--- src/rtl/stable_sorted_priority_queue_assert.svh ---
// ----------------------------------------------------------------------------
// Assertion macros for the stable sorted priority queue
// Shared property wrappers used by the queue RTL
// ----------------------------------------------------------------------------
`ifndef STABLE_SORTED_PRIORITY_QUEUE_ASSERT_SVH
`define STABLE_SORTED_PRIORITY_QUEUE_ASSERT_SVH

// same-cycle implication, disabled during reset
`define SSPQ_ASSERT_NOW(lbl, ante, cons, msg) \
   lbl: assert property (@(posedge clock) disable iff (reset) (ante) |-> (cons)) \
      else $error(msg);

// next-cycle implication, disabled during reset
`define SSPQ_ASSERT_NEXT(lbl, ante, cons, msg) \
   lbl: assert property (@(posedge clock) disable iff (reset) (ante) |=> (cons)) \
      else $error(msg);

`endif

--- src/rtl/sspq_pkg.sv ---
// ----------------------------------------------------------------------------
// sspq_pkg
// Types and codes shared by the sorted priority queue and its cells
// ----------------------------------------------------------------------------
`timescale 1ns / 1ps

package sspq_pkg;

   localparam int TAG_W    = 8;
   localparam int KEY_W    = 16;
   localparam int OP_W     = 2;
   localparam int STATUS_W = 2;
   localparam int COUNT_W  = 5;

   typedef enum logic [OP_W-1:0] {
      OP_ENQUEUE = 2'd0,
      OP_DEQUEUE = 2'd1,
      OP_QUERY   = 2'd2
   } op_type;

   typedef enum logic [STATUS_W-1:0] {
      ST_OK    = 2'd0,
      ST_FULL  = 2'd1,
      ST_EMPTY = 2'd2
   } status_type;

   typedef struct packed {
      logic [TAG_W-1:0] tag;
      logic [KEY_W-1:0] key;
   } entry_type;

   // broadcast from the top level to every cell
   typedef struct packed {
      logic      enq;
      logic      deq;
      entry_type new_entry;
   } cell_ctrl_type;

endpackage

--- src/rtl/sspq_cell.sv ---
// ----------------------------------------------------------------------------
// sspq_cell
// One slot of the sorted queue: holds an entry, compares it with the
// incoming key and takes its own, the new, or a neighbor's entry
// ----------------------------------------------------------------------------
`timescale 1ns / 1ps

module sspq_cell #(
   parameter int INDEX = 0,
   parameter int CNT_W = 5
) (
   input  logic                    clock,
   input  sspq_pkg::cell_ctrl_type ctrl,
   input  logic [CNT_W-1:0]        count,
   input  logic                    prev_ge,
   input  sspq_pkg::entry_type     prev_entry,
   input  sspq_pkg::entry_type     next_entry,
   output sspq_pkg::entry_type     entry,
   output sspq_pkg::entry_type     entry_next,
   output logic                    ge
);
   import sspq_pkg::*;

   entry_type entry_ff;
   entry_type entry_in;
   logic      occupied;

   // slot holds a live entry when it sits below the fill level
   assign occupied = (count > CNT_W'(INDEX));

   // live entry that stays ahead of the incoming key
   assign ge = occupied && (entry_ff.key >= ctrl.new_entry.key);

   // choose what this slot holds after the transaction
   always_comb begin
      entry_in = entry_ff;
      priority if (ctrl.enq) begin
         if (!ge) begin
            entry_in = prev_ge ? ctrl.new_entry : prev_entry;
         end
      end else if (ctrl.deq) begin
         entry_in = next_entry;
      end else begin
         entry_in = entry_ff;
      end
   end

   // entry storage
   always_ff @(posedge clock) begin
      entry_ff <= entry_in;
   end

   assign entry      = entry_ff;
   assign entry_next = entry_in;

endmodule

--- src/rtl/stable_sorted_priority_queue.sv ---
// ----------------------------------------------------------------------------
// stable_sorted_priority_queue
// Bounded priority queue kept in descending key order in a row of cells
// ----------------------------------------------------------------------------
// Each request transaction (enqueue, dequeue or query) produces one response
// transaction in the cycle after it is accepted, and a new request is taken in
// every cycle while the response side keeps up, so the sustained rate is one
// transaction per cycle. That figure is set by the cell row: the new key is
// broadcast to all QUEUE_DEPTH cells, each compares it with its own entry
// and the whole row shifts together in one step. Equal keys leave in arrival
// order. An enqueue on a full queue is dropped and a dequeue on an empty
// queue is ignored; both are flagged in rsp_status. Only the response
// register stalls the request side: req_stall follows rsp_stall while a
// response is pending. No clearing pass is needed after reset.
// ----------------------------------------------------------------------------
`timescale 1ns / 1ps

module stable_sorted_priority_queue #(
   parameter int QUEUE_DEPTH = 16
) (
   input  logic                              clock,
   input  logic                              reset,
   // request channel
   input  logic                              req_valid,
   output logic                              req_stall,
   input  logic [sspq_pkg::OP_W-1:0]         req_operation,
   input  logic [sspq_pkg::TAG_W-1:0]        req_item_tag,
   input  logic [sspq_pkg::KEY_W-1:0]        req_priority_key,
   // response channel
   output logic                              rsp_valid,
   input  logic                              rsp_stall,
   output logic [sspq_pkg::TAG_W-1:0]        rsp_head_tag,
   output logic [sspq_pkg::KEY_W-1:0]        rsp_head_key,
   output logic [sspq_pkg::COUNT_W-1:0]      rsp_entry_count,
   output logic                              rsp_is_empty,
   output logic [sspq_pkg::STATUS_W-1:0]     rsp_status
);
   import sspq_pkg::*;

   `include "stable_sorted_priority_queue_assert.svh"

   localparam int CNT_W = $clog2(QUEUE_DEPTH + 1);

   logic                 req_accept;
   op_type               op;
   cell_ctrl_type        ctrl;
   logic                 full;
   logic                 empty;
   status_type           status_in;

   logic [CNT_W-1:0]     count_ff;
   logic [CNT_W-1:0]     count_in;
   logic [CNT_W+COUNT_W-1:0] count_ext;

   entry_type            cell_entry [QUEUE_DEPTH];
   entry_type            cell_next  [QUEUE_DEPTH];
   logic                 cell_ge    [QUEUE_DEPTH];

   logic                 rsp_valid_ff;
   logic                 rsp_valid_in;
   logic [TAG_W-1:0]     rsp_head_tag_ff;
   logic [TAG_W-1:0]     rsp_head_tag_in;
   logic [KEY_W-1:0]     rsp_head_key_ff;
   logic [KEY_W-1:0]     rsp_head_key_in;
   logic [COUNT_W-1:0]   rsp_count_ff;
   logic [COUNT_W-1:0]   rsp_count_in;
   logic                 rsp_empty_ff;
   logic                 rsp_empty_in;
   status_type           rsp_status_ff;

   logic                 enq_drop;
   logic                 deq_take;
   logic                 head_ordered;

   // handshake: hold requests only while a response waits
   assign req_stall  = rsp_valid_ff & rsp_stall;
   assign req_accept = req_valid & ~req_stall;

   assign op    = op_type'(req_operation);
   assign full  = (count_ff == CNT_W'(QUEUE_DEPTH));
   assign empty = (count_ff == '0);

   // decode the operation into cell controls and status
   always_comb begin
      ctrl.enq           = 1'b0;
      ctrl.deq           = 1'b0;
      ctrl.new_entry.tag = req_item_tag;
      ctrl.new_entry.key = req_priority_key;
      status_in          = ST_OK;
      count_in           = count_ff;
      unique case (op)
         OP_ENQUEUE: begin
            if (full) begin
               status_in = ST_FULL;
            end else begin
               ctrl.enq = req_accept;
               count_in = count_ff + 1'b1;
            end
         end
         OP_DEQUEUE: begin
            if (empty) begin
               status_in = ST_EMPTY;
            end else begin
               ctrl.deq = req_accept;
               count_in = count_ff - 1'b1;
            end
         end
         OP_QUERY: begin
            status_in = ST_OK;
         end
         default: begin
            status_in = ST_OK;
         end
      endcase
   end

   // row of cells, head at index zero
   for (genvar i = 0; i < QUEUE_DEPTH; i++) begin : g_cell
      logic      prev_ge;
      entry_type prev_entry;
      entry_type next_entry;

      if (i == 0) begin : g_head
         assign prev_ge    = 1'b1;
         assign prev_entry = ctrl.new_entry;
      end else begin : g_body
         assign prev_ge    = cell_ge[i-1];
         assign prev_entry = cell_entry[i-1];
      end

      if (i == QUEUE_DEPTH - 1) begin : g_tail
         assign next_entry = cell_entry[i];
      end else begin : g_inner
         assign next_entry = cell_entry[i+1];
      end

      sspq_cell #(
         .INDEX (i),
         .CNT_W (CNT_W)
      ) u_cell (
         .clock      (clock),
         .ctrl       (ctrl),
         .count      (count_ff),
         .prev_ge    (prev_ge),
         .prev_entry (prev_entry),
         .next_entry (next_entry),
         .entry      (cell_entry[i]),
         .entry_next (cell_next[i]),
         .ge         (cell_ge[i])
      );
   end

   // fill level
   always_ff @(posedge clock) begin
      if (reset) begin
         count_ff <= '0;
      end else if (req_accept) begin
         count_ff <= count_in;
      end
   end

   // response contents describe the queue after the transaction
   assign count_ext = {{COUNT_W{1'b0}}, count_in};

   always_comb begin
      rsp_count_in = count_ext[COUNT_W-1:0];
      rsp_empty_in = (count_in == '0);
      if (rsp_empty_in) begin
         rsp_head_tag_in = '0;
         rsp_head_key_in = '0;
      end else begin
         rsp_head_tag_in = cell_next[0].tag;
         rsp_head_key_in = cell_next[0].key;
      end
   end

   // response valid
   always_comb begin
      rsp_valid_in = rsp_valid_ff;
      priority if (req_accept) begin
         rsp_valid_in = 1'b1;
      end else if (!rsp_stall) begin
         rsp_valid_in = 1'b0;
      end else begin
         rsp_valid_in = rsp_valid_ff;
      end
   end

   always_ff @(posedge clock) begin
      if (reset) begin
         rsp_valid_ff <= 1'b0;
      end else begin
         rsp_valid_ff <= rsp_valid_in;
      end
   end

   // response payload
   always_ff @(posedge clock) begin
      if (req_accept) begin
         rsp_head_tag_ff <= rsp_head_tag_in;
         rsp_head_key_ff <= rsp_head_key_in;
         rsp_count_ff    <= rsp_count_in;
         rsp_empty_ff    <= rsp_empty_in;
         rsp_status_ff   <= status_in;
      end
   end

   assign rsp_valid       = rsp_valid_ff;
   assign rsp_head_tag    = rsp_head_tag_ff;
   assign rsp_head_key    = rsp_head_key_ff;
   assign rsp_entry_count = rsp_count_ff;
   assign rsp_is_empty    = rsp_empty_ff;
   assign rsp_status      = rsp_status_ff;

   // checks
   assign enq_drop     = req_accept && (op == OP_ENQUEUE) && full;
   assign deq_take     = req_accept && (op == OP_DEQUEUE) && !empty;
   assign head_ordered = (cell_entry[0].key >= cell_entry[1].key);

   `SSPQ_ASSERT_NOW(a_count_bound, 1'b1, count_ff <= CNT_W'(QUEUE_DEPTH), "fill level over depth")
   `SSPQ_ASSERT_NEXT(a_full_drop, enq_drop, rsp_status_ff == ST_FULL && $stable(count_ff), "bad drop")
   `SSPQ_ASSERT_NEXT(a_deq_count, deq_take, count_ff == $past(count_ff) - 1'b1, "count not reduced")
   `SSPQ_ASSERT_NOW(a_empty_flag, rsp_valid_ff, rsp_empty_ff == (count_ff == '0), "empty flag wrong")
   `SSPQ_ASSERT_NOW(a_head_order, count_ff >= CNT_W'(2), head_ordered, "head not the largest key")

endmodule
--- config.mk ---
export PLATFORM = sky130hd
export DESIGN_NAME = stable_sorted_priority_queue
export DESIGN_NICKNAME = d
export VERILOG_FILES = /design/src/rtl/sspq_pkg.sv /design/src/rtl/sspq_cell.sv /design/src/rtl/stable_sorted_priority_queue.sv
export VERILOG_INCLUDE_DIRS = /design/src /design/src/rtl
export SDC_FILE = /design/constraint.sdc
export NUM_CORES = 1
export LEC_CHECK = 0
export ABC_AREA = 1
export BUFFER_PORTS_ARGS = -buffer_cell sky130_fd_sc_hd__buf_2
export CAP_MARGIN = 10
export CORE_UTILIZATION = 55
export CTS_CLUSTER_SIZE = 14
export DETAILED_ROUTE_END_ITERATION = 8
export PLACE_DENSITY = 0.71
export SETUP_SLACK_MARGIN = 0.1
export SLEW_MARGIN = 25
export SYNTH_ARGS = -nofsm -noshare
export SYNTH_HDL_FRONTEND = slang
export SYNTH_SLANG_ARGS = --single-unit
--- constraint.sdc ---
create_clock -name clock -period 9.8 [get_ports clock]
set_clock_uncertainty 0.1 [all_clocks]
set_input_delay 0.49 -clock clock [delete_from_list [all_inputs] [get_ports clock]]
set_output_delay 0.49 -clock clock [all_outputs]
set_load 0.01 [all_outputs]
Word level (Yosys, flattened, before mapping)
Index checks and enable logic that the tools add are counted.

word-level totals
  register bits after elaboration = 422
  output and inout port bits = 34

cells by class
  $add $sub $neg = 2
  $lt $le $gt $ge = 32
  equality and inequality tests = 17
  mux-type cells = 72
  bitwise operators = 4
  reduce and logical (&&, ||, !) cells = 35

operators with widths
  kind                                                                             number
  24-bit two-way mux                                                               60
  16-bit greater-or-equal comparator                                               16
  5-bit by 4-bit greater-than comparator with 1-bit output, second input constant  8
  2-bit AND reduction                                                              15
  2-bit != test, second input constant                                             14
  5-bit by 3-bit greater-than comparator with 1-bit output, second input constant  4
  1-bit logical AND                                                                16
  5-bit by 1-bit greater-than comparator with 1-bit output, second input constant  2
  5-bit by 2-bit greater-than comparator with 1-bit output, second input constant  2
  5-bit zero test                                                                  2
  5-bit two-way mux                                                                2
  5-bit case mux with 2 select lines                                               1
  1-bit two-way mux                                                                7
  5-bit by 1-bit adder with 5-bit output, second input constant                    1
  5-bit equality test, second input constant                                       1
  5-bit by 1-bit subtractor with 5-bit output, second input constant               1
  2-bit case mux with 2 select lines                                               1
  1-bit AND                                                                        2
  2-bit by 1-bit equality test with 1-bit output, second input constant            1
  2-bit zero test                                                                  1
  2-bit two-way mux                                                                1
  2-bit by 1-bit != test with 1-bit output, second input constant                  1
  1-bit inverter                                                                   2
  2-bit nonzero test                                                               1

Depth between registers and ports, before layout
  depth in word-level cells = 7
  mapped depth = 17

Hierarchy
A second synthesis with hierarchy kept.

unflattened totals
  cells, all modules = 5420
  area total of the unflattened synthesis = 35168.7 sq um

modules (own cells, without submodules)
  module                             instances  cells each  area each (sq um)
  sspq_cell (g_cell[6].u_cell ...)   2          329         2239.6
  sspq_cell (g_cell[2].u_cell ...)   2          329         2054.5
  sspq_cell (g_cell[14].u_cell ...)  2          327         2053.2
  sspq_cell (g_cell[8].u_cell)       1          329         2243.4
  sspq_cell (g_cell[1].u_cell)       1          328         2119.5
  sspq_cell (g_cell[0].u_cell)       1          325         2050.7
  sspq_cell (g_cell[15].u_cell)      1          327         2048.2
  sspq_cell (g_cell[10].u_cell)      1          329         2037.0
  sspq_cell (g_cell[12].u_cell)      1          329         2029.4
  sspq_cell (g_cell[3].u_cell)       1          328         2028.2
  sspq_cell (g_cell[11].u_cell)      1          327         2025.7
  sspq_cell (g_cell[13].u_cell)      1          327         2020.7
  sspq_cell (g_cell[7].u_cell)       1          324         2011.9
  stable_sorted_priority_queue       1          177         1859.3

Least setup slack after synthesis
No wires, ideal clock.

  path kind = input to register
  start = input rsp_stall
  end = register g_cell[15].u_cell.entry_ff, in the netlist g_cell[15].u_cell.entry[0], enable pin
  setup time = 0.413 ns
  data arrival time = 4.113 ns
  required time = 9.287 ns
  slack = 5.174 ns
  cell stages on the path = 8
  path buffers = 1
  cell sequence = nand2_1 > inv_1 > nor2_1 > inv_1 > nor2_4 > inv_2 > clkbuf_1 > a21oi_1

between the ends
  word-level cells in the longest chain between the ends = 6

ends and longest elaborated chain
  item                                  RTL line                            RTL
  from (decl)                           stable_sorted_priority_queue.sv:31  input logic rsp_stall,
  1-bit AND                             stable_sorted_priority_queue.sv:76  assign req_stall = rsp_valid_ff & rsp_stall;
  via req_stall                         stable_sorted_priority_queue.sv:25  output logic req_stall,
  1-bit inverter                        stable_sorted_priority_queue.sv:77  assign req_accept = req_valid & ~req_stall;
  1-bit AND                             stable_sorted_priority_queue.sv:77
  via req_accept                        stable_sorted_priority_queue.sv:44  logic req_accept;
  1-bit two-way mux                     stable_sorted_priority_queue.sv:93  if (full) begin
  1-bit two-way mux                     stable_sorted_priority_queue.sv:91  unique case (op)
  2-bit AND reduction (no source line)  n/a
  to (signal assigned)                  sspq_cell.sv:50                     entry_ff <= entry_in;
  to (decl)                             sspq_cell.sv:24                     entry_type entry_ff;

The timed path passes the listed nets, and every way through them passes these cells.
A chain may end at the register's enable or synchronous reset.

Worst setup path in the final report
  start = input req_priority_key[12] (netlist name)
  end = register g_cell[4].u_cell.entry_ff, in the netlist g_cell[4].u_cell.entry[16], enable pin

between the ends
  word-level cells in the longest chain between the ends = 4

ends and longest elaborated chain
  item                                  RTL line                            RTL
  from (decl)                           stable_sorted_priority_queue.sv:28  input logic [sspq_pkg::KEY_W-1:0] req_priority_key,
  16-bit greater-or-equal comparator    sspq_cell.sv:32                     assign ge = occupied && (entry_ff.key >= ctrl.new_entry.key);
  1-bit logical AND                     sspq_cell.sv:32
  2-bit != test (no source line)        n/a
  2-bit AND reduction (no source line)  n/a
  to (signal assigned)                  sspq_cell.sv:50
  to (decl)                             sspq_cell.sv:24

No other way between the ends.

==> results by group <==
Outcome
  – Result of the run: finished clean

Critical path
  – Crit end category: flip-flop
  – Slowest stage cell, crit path: nand2_1
  – Critical Path AT: 4.56 ns
  – Cells along the critical path: buf_2 > inv_1 > buf_4 > ha_1 > nand2_1 > nor2_1 > a21oi_1 > nand3_1 > nand2_1 > nand2_1 > nand2_1
  – Worst R2R Setup Slack: 5.52 ns
  – Launching instance or port of the critical path: req_priority_key[12]
  – Reg2Reg Capture Point: g_cell[4].u_cell.entry[16]$_DFFE_PP_
  – Largest delay share family, worst path: simple AND/OR/NAND/NOR gates
  – Worst Path Buf+Inv: 3
  – Crit Path Max Fanout: 25
  – Stages on the worst setup path: 11
  – Depth of the most critical reg-to-reg path: 9
  – End point of the critical path: g_cell[4].u_cell.entry[16]$_DFFE_PP_
  – Slowest Stage Delay on Critical Path: 0.89 ns
  – Source of the worst register-to-register timing path: count_ff[0]$_SDFFE_PP0P_
  – Startpoint kind of the worst setup timing path: primary input
  – Critical path required time: 9.92 ns
  – Path type of the worst setup path: primary input to flip-flop
  – Most frequent cell on the critical path: nand2_1

Clock tree
  – Max Root-Sink Buffers: 3
  – Number of CTS-inserted buffers: 49
  – Clock tree from TritonCTS: done
  – Number of setup buffers added after CTS: 0
  – # H-tree levels: 2
  – Num Clock Sinks: 422
  – Number of buffers inserted for hold repair after clock tree synthesis: 0
  – Clock tree root driver cell: clkbuf_16
  – Worst-skew pair later-pin latency: 0.62 ns
  – Count of instances resized after the clock tree is built: 0
  – Clock transition at the registers of the reported paths: 0.06 ns

GRT
  – Maximum number of pins on one net before global-route repair: 234
  – Global-route track usage on met1: 0.402
  – Total congestion overflow: 0
  – Global-route usage over all layers: 0.319
  – Wire length of the first global-routing pass: 134000 um
  – Fraction of met3 tracks used by global routing: 0.0568
  – Number of antenna violations at the first check in global routing: 1
  – Met2 routing resource usage after global routing: 0.537
  – Number of global-route vias before repair: 24800
  – Most utilized layer in the global route result: met2

STA
  – Final clock period utilization by the worst path: 0.452
  – Peak clock frequency supported by timing: 0.226 GHz
  – Count of pins over their slew limit: 0
  – Final period demand of the worst path: 4.43 ns
  – Slew @ Worst Pin: 1.12 ns
  – Total of endpoints with negative setup slack in the final report: 0
  – Final hold violations: 0
  – Worst slew margin: 0.253
  – Final setup TNS: 0 ns
  – RSZ-0062 raised after global routing: no

Detailed routing
  – Total length of routed wires: 86700 um
  – Via total after detailed routing: 26200
  – DRC Markers: 0
  – WL per Instance: 18.9 um
  – Detailed Route Iter0 Violations: 2423
  – Antenna-violating nets left: 0
  – First-pass iteration count of the detailed router: 6
  – Via/cell ratio: 5.71

Logic synthesis
  – Leading post-synthesis cells by cell area: edfxtp_1, nand2_1, nand3_1
  – Post-Syn Area per Cell: 7.53 sq um
  – Syn Nets: 4200
  – Syn Std Cell Area: 29400 sq um
  – Count of synthesis-stage warnings from yosys: 0
  – Share of Yosys cell area claimed by the top area cell type: 0.400
  – Sequential element share of the synthesized area: 0.421
  – Cells after synthesis: 3908
  – Flop and latch count out of synthesis: 422
  – Synth unique cells: 36
  – Cell type contributing the most total cell area after synthesis: edfxtp_1

Layout
  – Signed area change from the synthesized netlist to the final layout: 7.44%
  – Diodes inserted: 0
  – Share of cells above drive strength 1: 0.0535
  – Summed area of non-filler cells in the final layout: 31600 sq um
  – Final nets: 4145
  – Multi-input combinational cell area: 14500 sq um
  – Non-filler instance count after layout: 4579
  – Sequential cell area in the final layout: 12400 sq um
  – Layout fillers: 4842

Pwr
  – Pwr/cell area: 169 nW/um^2
  – IR drop worst, VDD: 0.146 mV
  – Leak: 15.9 nW

Floorplan
  – Standard-cell rows: 84
  – Full die area: 54400 sq um
  – Starting density of the core: 0.559
  – Height of the chip: 233 um
  – Horizontal extent of the die: 233 um
  – Core ar.: 52700 sq um
  – Count of pins on the block boundary: 64

Place
  – Number of buffer cells added on primary ports: 63
  – Half-perimeter wire length after detailed placement: 58100 um
  – Placed standard-cell area: 30100 sq um
  – Post-Place Cells: 4490
  – Routability cong.: 0.882

Min path
  – Hold Crit Class: primary input to flip-flop

Job
  – Max_cap viols: 0
[routing by layer]
layer / part of all wire / vias up
met3: 0.072 / 232
met1: 0.41 / 12300
li1: - / 12800
met2: 0.48 / 929
met4: 0.043 / 2
met5: 0.00015 / -
[placed cells by master (no fill, tap or decap), types with 15 or more instances in the layout]
cell type	n
nand2_1	1422
nand3_1	711
inv_1	454
edfxtp_1	392
ha_1	262
nor2_1	108
a21oi_1	98
o21ai_0	70
buf_2	63
clkbuf_16	50
buf_4	39
dfxtp_1	30
o211ai_1	27
o21bai_1	26
nand4_1	17
nor3_1	15
[area by class of cell]
cell class                      instances  share of cell area
Clock buffer                           65              0.0417
Clock inverter                         24             0.00653
Inverter                              465              0.0555
Multi-Input combinational cell       2812               0.458
Sequential cell                       422               0.391
Tap cell                              688              0.0272
Timing Repair Buffer                  103              0.0199
[report_power, final]
group          switching [W]  internal (W)  leakage (nW)
clock               0.000781       0.00102         0.745
combinational       0.000853      0.000382          11.2
sequential          0.000123       0.00218          3.89
[flip-flops by register name (all words and copies together), names as in the netlist]
register             count
count_ff                 5
g_cell.u_cell.entry    384
rsp_entry_count          5
rsp_head_key            16
rsp_head_tag             8
rsp_is_empty             1
rsp_status               2
rsp_valid                1
[synth_stat cells, drive strengths merged]
library cell,n
a32oi,1
buf,85
nand3,713
a211oi,2
nor3,15
o21bai,26
a21oi,101
nor2,114
o21ai,75
nand2,1438
inv,465
nand4,17
o21a,15
clkbuf,124
a21o,1
xor2,3
nor4,1
dfxtp,30
ha,262
o211ai,27
edfxtp,392
o22ai,1
[cell families after synthesis]
kind of cell | synth area share
adders and majority gates | 0.111
DFF | 0.421
AOI/OAI and AO/OA | 0.0493
and+or+nand+nor | 0.328
xor gates and xnor gates | 0.00115
buffers and inverters | 0.0894
[worst min path at each step]
stage / startpoint / end / slack (ns) / cells past startpoint
4_1_cts: reset / count_ff[2]$_SDFFE_PP0P_ / 0.01 / 2
5_1_grt: reset / rsp_valid$_SDFFE_PP0P_ / 0.03 / 2
2_1_floorplan: rsp_valid$_SDFFE_PP0P_ / rsp_valid$_SDFFE_PP0P_ / 0.39 / 2
3_5_place_dp: rsp_valid$_SDFFE_PP0P_ / rsp_valid$_SDFFE_PP0P_ / 0.38 / 2
6_report: reset / count_ff[3]$_SDFFE_PP0P_ / 0.03 / 2
3_3_place_gp: rsp_valid$_SDFFE_PP0P_ / rsp_valid$_SDFFE_PP0P_ / 0.37 / 2
[metrics by stage]
step / util / setup WS (ns) / total power [W] / hold WS [ns]
floorplan: - / 5.17 / 0.00320 / 0.392
detailed placement: 0.571 / 4.77 / 0.00356 / 0.376
finish: 0.600 / 5.37 / 0.00534 / 0.0339
CTS: 0.600 / 5.41 / 0.00534 / 0.0127
global placement: 0.571 / 4.82 / 0.00353 / 0.371
global route: 0.600 / 5.07 / 0.00561 / 0.0253
No activity file was read; power rests on OpenSTA's default activity.
